## config.mk

```make
export PLATFORM = sky130hd
export DESIGN_NAME = mpfasr_lane
export DESIGN_NICKNAME = d
export VERILOG_FILES = /design/src/rtl/core/mpfasr_pkg.sv /design/src/rtl/core/mpfasr_lane.sv
export SDC_FILE = /design/constraint.sdc
export NUM_CORES = 1
export LEC_CHECK = 0
export BUFFER_PORTS_ARGS = -buffer_cell sky130_fd_sc_hd__buf_2
export CORE_AREA = 2 2 39 41
export DETAILED_ROUTE_END_ITERATION = 16
export DIE_AREA = 0 0 41 43
export GPL_TIMING_DRIVEN = 0
export PLACE_DENSITY = 0.85
export SYNTH_ARGS = -nofsm -noshare
export SYNTH_HDL_FRONTEND = slang
export SYNTH_SLANG_ARGS = --single-unit
```

## constraint.sdc

```tcl
create_clock -name vclk -period 3.1
set_input_delay 0.62 -clock vclk [all_inputs]
set_output_delay 0.62 -clock vclk [all_outputs]
set_load 0.01 [all_outputs]
```

## src/rtl/core/mpfasr_pkg.sv

```systemverilog
`timescale 1ns / 1ps
`default_nettype none

package mpfasr_pkg;

  // Operation codes carried by in_operation
  localparam logic OP_TICK  = 1'b0;
  localparam logic OP_EVENT = 1'b1;

  // Register file
  localparam int unsigned CFG_ADDR_W = 4;
  localparam int unsigned CFG_DATA_W = 32;
  localparam int unsigned CFG_IDX_W  = 2;

  localparam logic [CFG_IDX_W-1:0] REG_ACTIVE_LEVELS = 2'd0;
  localparam logic [CFG_IDX_W-1:0] REG_RELEASE_TICKS = 2'd1;
  localparam logic [CFG_IDX_W-1:0] REG_REPORT_EN     = 2'd2;

  // Field widths, fixed by the item format
  localparam int unsigned PIN_W   = 8;
  localparam int unsigned COUNT_W = 8;
  localparam int unsigned MM_W    = 16;

  // Default number of inactive ticks before release
  localparam logic [COUNT_W-1:0] DEFAULT_RELEASE_TICKS = 8'd8;

  localparam logic [MM_W-1:0] MM_MAX = {MM_W{1'b1}};

  // Per-pin result of one item
  typedef struct packed {
    logic asserted;   // next asserted flag
    logic upd;        // pin changed (or was re-asserted)
    logic mismatch;   // flagged event found the pin inactive
  } lane_res_t;

endpackage

`default_nettype wire

```

## src/rtl/core/mpfasr_lane.sv

```systemverilog
`timescale 1ns / 1ps
`default_nettype none

module mpfasr_lane (
  input  wire logic                          operation,
  input  wire logic                          level,
  input  wire logic                          flagged,
  input  wire logic                          act_hi,
  input  wire logic                          asserted,
  input  wire logic [mpfasr_pkg::COUNT_W-1:0] count,
  input  wire logic [mpfasr_pkg::COUNT_W-1:0] release_ticks,
  output logic      [mpfasr_pkg::COUNT_W-1:0] count_nxt,
  output mpfasr_pkg::lane_res_t              res
);
  import mpfasr_pkg::*;

  logic is_active;

  assign is_active = (level == act_hi);

  always_comb begin
    count_nxt    = count;
    res.asserted = asserted;
    res.upd      = 1'b0;
    res.mismatch = 1'b0;
    case (operation)
      OP_TICK: begin
        if (asserted) begin
          count_nxt = is_active ? '0 : count + COUNT_W'(1);
          // release check uses the freshly updated count
          if (count_nxt == release_ticks) begin
            res.asserted = 1'b0;
            res.upd      = 1'b1;
          end
        end
      end
      default: begin
        if (flagged) begin
          if (is_active) begin
            count_nxt    = '0;
            res.asserted = 1'b1;
            res.upd      = 1'b1;
          end else begin
            res.mismatch = 1'b1;
          end
        end
      end
    endcase
  end

endmodule

`default_nettype wire

```

* After elaboration in Yosys (flattened, before gate mapping)
Cells that the tools add are included. W data, S select, Z words.
Storage, ports and cells: bits in registers 0, output and inout port bits 11, logic and storage cells 15, input bits 21
Operators by class: equality and inequality tests 2, multiplexer cells 12, add/subtract/negate cells 1
Operator list (number):
- $mux W8 | 5
- $add A8 B1 Y8 const B | 1
- $eq A8 B8 Y1 | 1
- $mux W2 | 4
- $mux W3 | 1
- $mux W1 | 2
- $eq A1 B1 Y1 | 1

* Logic depth before layout (Yosys ltp)
word-level depth 6, mapped depth 8, depth with buffers taken out 7

* Worst setup path after synthesis
No wires, ideal clock.
path kind in2out, start in count[0] (netlist bit), end out res[1] (netlist bit), arrival 2.139 ns, data required time 2.480 ns, path slack 0.341 ns, buffers on the path 1, stages on the path 8, path through ha_1 > buf_2 > o22ai_1 > and4bb_1 > xor2_1 > a211o_1 > nor4_2 > a21o_1
RTL lines:
- start: declaration | RTL line mpfasr_lane.sv:10 | input wire logic [mpfasr_pkg::COUNT_W-1:0] count,
- end: declaration | RTL line mpfasr_lane.sv:13 | output mpfasr_pkg::lane_res_t res

==> metrics.cfg <==
[detailed_routing]
vias_per_cell = 5.70
drcViolationCount = 0
via_count = 730
first_pass_iters = 4
wire_per_inst_um = 13.2
drt_iter0_drc = 22
ant_nets = 0
routed_wl_mm = 1.68

[synth]
synthAdderAreaFrac = 0.0235
synth_top_family_by_area = simple AND/OR/NAND/NOR gates
synth_top_area_share = 0.0939
synth_compound_area_frac = 0.286
yosys-top-cells-count = 10 x nor2_1, 10 x o21ai_0, 9 x nand2_1, 5 x a21oi_1, 5 x xor2_1
synthSimpleGateAreaFrac = 0.357
synth_top_cell_by_area = o21ai_0
synth.avg_cell_area_um2 = 6.50
synth.cell_area_um2 = 533
synth_cell_type_count = 33
muxShareOfSynthArea = 0.0587
synthCells = 82
synth.area.top_cells = o21ai_0 9.4%, xor2_1 8.2%, nor2_1 7.0%, xnor2_1 6.6%, nand2_1 6.3%
synth-xor-area-share = 0.200
ys_seq_area_frac = 0
synth.net_count = 104
yosysWarningCount = 0

[setup_path]
critPathArrivalTime_ns = 2.41
cp_max_fo = 7
path_cells = buf_2 > ha_4 > buf_4 > o22ai_1 > and4bb_1 > xor2_1 > a211o_1 > nor4_4 > a21o_1 > buf_2
worstSetupPathType = primary input to output port
worstSetupStartpointType = primary input
max_stage_delay_ns = 0.32
crit_buf_inv = 3
crit_family = simple AND/OR/NAND/NOR gates
cp_slowest_cell = nor4_4
cp.required_ns = 2.48
cp_common_cell = buf_2
end_kind = output port

[layout]
area_growth_pct = 38.0
final_cells = 128
drive_above_1_share = 0.366
clkbuf_count = 0
seq_area_um2 = 0
final_nets = 136
diodes = 0
final_util = 0.532
seq_cells = 0

[timing]
setup_viol = 0
fin_tns_setup_ns = 0
hold_viol = 0
fin_ws_ns = 0.0660
final.min_clock_period_ns = 3.03
fmax_mhz = 330
rsz0062_at_grt = false
fin_crit_sh = 0.979
slew_headroom = 0.702
worst_pin_slew_ns = 0.445
maxSlewViolCount = 0

[floorplanning]
num_rows = 14
die_y_um = 43
core_region_area_um2 = 1380
initial_core_util = 0.385
io_pins = 32
dieArea_um2 = 1760
dieWidth_um = 41

[place]
gp_congestion = 0.797
dp.cells = 127
dp_hpwl_mm = 1.33
io_buffer_count = 29
place_ws_ns = -0.0263

[worst_hold_path]
whs_endpoint = count_nxt[7]
min_path_cells = 3
hp-start = count[7]
hp-class = primary input to output port

[pwr]
p_leak_nw = 0.331
p_per_area_nw_per_um2 = 167
peakVddDrop_mv = 0.0752
p_total_w = 0.000123

[run]
maxCapViolCount = 0

[global_routing]
grt_remaining_overflow = 0
grt_pass1_wl_mm = 2.57
grt_usage = 0.196
antenna_found_initial = 0
grt_pass1_vias = 663
grt_max_degree = 11

[cts]
hold_buffers = 0

[run_status]
outcome = complete, no violations

-- power breakdown --
group | internal (W) | total [W] | switching (W) | leakage (nW)
clock | 0 | 0 | 0 | 0
combinational | 0.0000541 | 0.000123 | 0.0000687 | 0.331
sequential | 0 | 0 | 0 | 0
-- tightest hold or removal path, delay by kind of cell --
kind / cells / cell delay, ns
compound gates: 1 / 0.07
buf+inv: 2 / 0.23
-- area by class of cell --
class	count	area (µm²)
plain buffers	6	38.8
fillers	148	648
inverters	1	3.75
multi-input cells	75	520
well taps	16	20.0
repair buffers	30	153
-- repair_timing --
action | 4_1_cts | 5_1_grt
endpoints found under the setup margin | 2 | 2
gates resized for setup | 1 | 4
cloned | 0 | 0
buffers inserted | 0 | 1
pin swaps | 1 | 5
-- metal layers --
layer / global-route usage / part of all wire / vias to the layer above / wire (µm)
li1: - / - / 358 / -
met1: 0.245 / 0.40 / 331 / 668
met2: 0.325 / 0.52 / 35 / 875
met3: 0.0262 / 0.065 / 6 / 109
met4: 0.0667 / 0.018 / 0 / 31
met5: 0 / 0 / - / 0
-- through the flow --
step | hold slack (ns) | cell area, µm²
after floorplan | 1.33 | 533
after global placement | 1.53 | 698
after detailed placement | 1.54 | 698
after CTS | 1.54 | 707
after global routing | 1.57 | 736
final | 1.55 | 736
-- cells by family after synthesis --
kind of cell,after synthesis
AO/OA/AOI/OAI,25
XOR/XNOR,10
adder cells (fa/ha/maj),1
buffers and inverters,7
multiplexers,3
AND/OR/NAND/NOR,36
-- worst max path at each step --
| stage | startpoint | end | slack, ns | cells after the start |
|---|---|---|---|---|
| final | count[1] | res[1] | 0.07 | 10 |
| after CTS | count[1] | res[1] | 0.001 | 10 |
| after detailed placement | count[1] | res[1] | -0.03 | 10 |
| after global placement | count[1] | res[1] | 0.02 | 10 |
| after floorplan | count[0] | res[1] | 0.34 | 8 |
| after global routing | count[1] | res[1] | 0.01 | 10 |
-- cells in the final DEF (no fill, tap or decap), types with 2 or more instances in the layout --
master	netlist	layout
buf_2	2	30
xnor2_1	4	4
nand2_1	9	9
o31ai_1	2	2
mux2i_1	2	2
nand2b_1	2	2
a21oi_1	5	5
xor2_1	5	5
o21ai_0	10	10
nand4_1	2	2
a31oi_1	2	2
buf_4	3	5
nor2_1	10	10
or3_1	2	2
nand3_1	4	4
No activity file was read; power rests on OpenSTA's default activity.
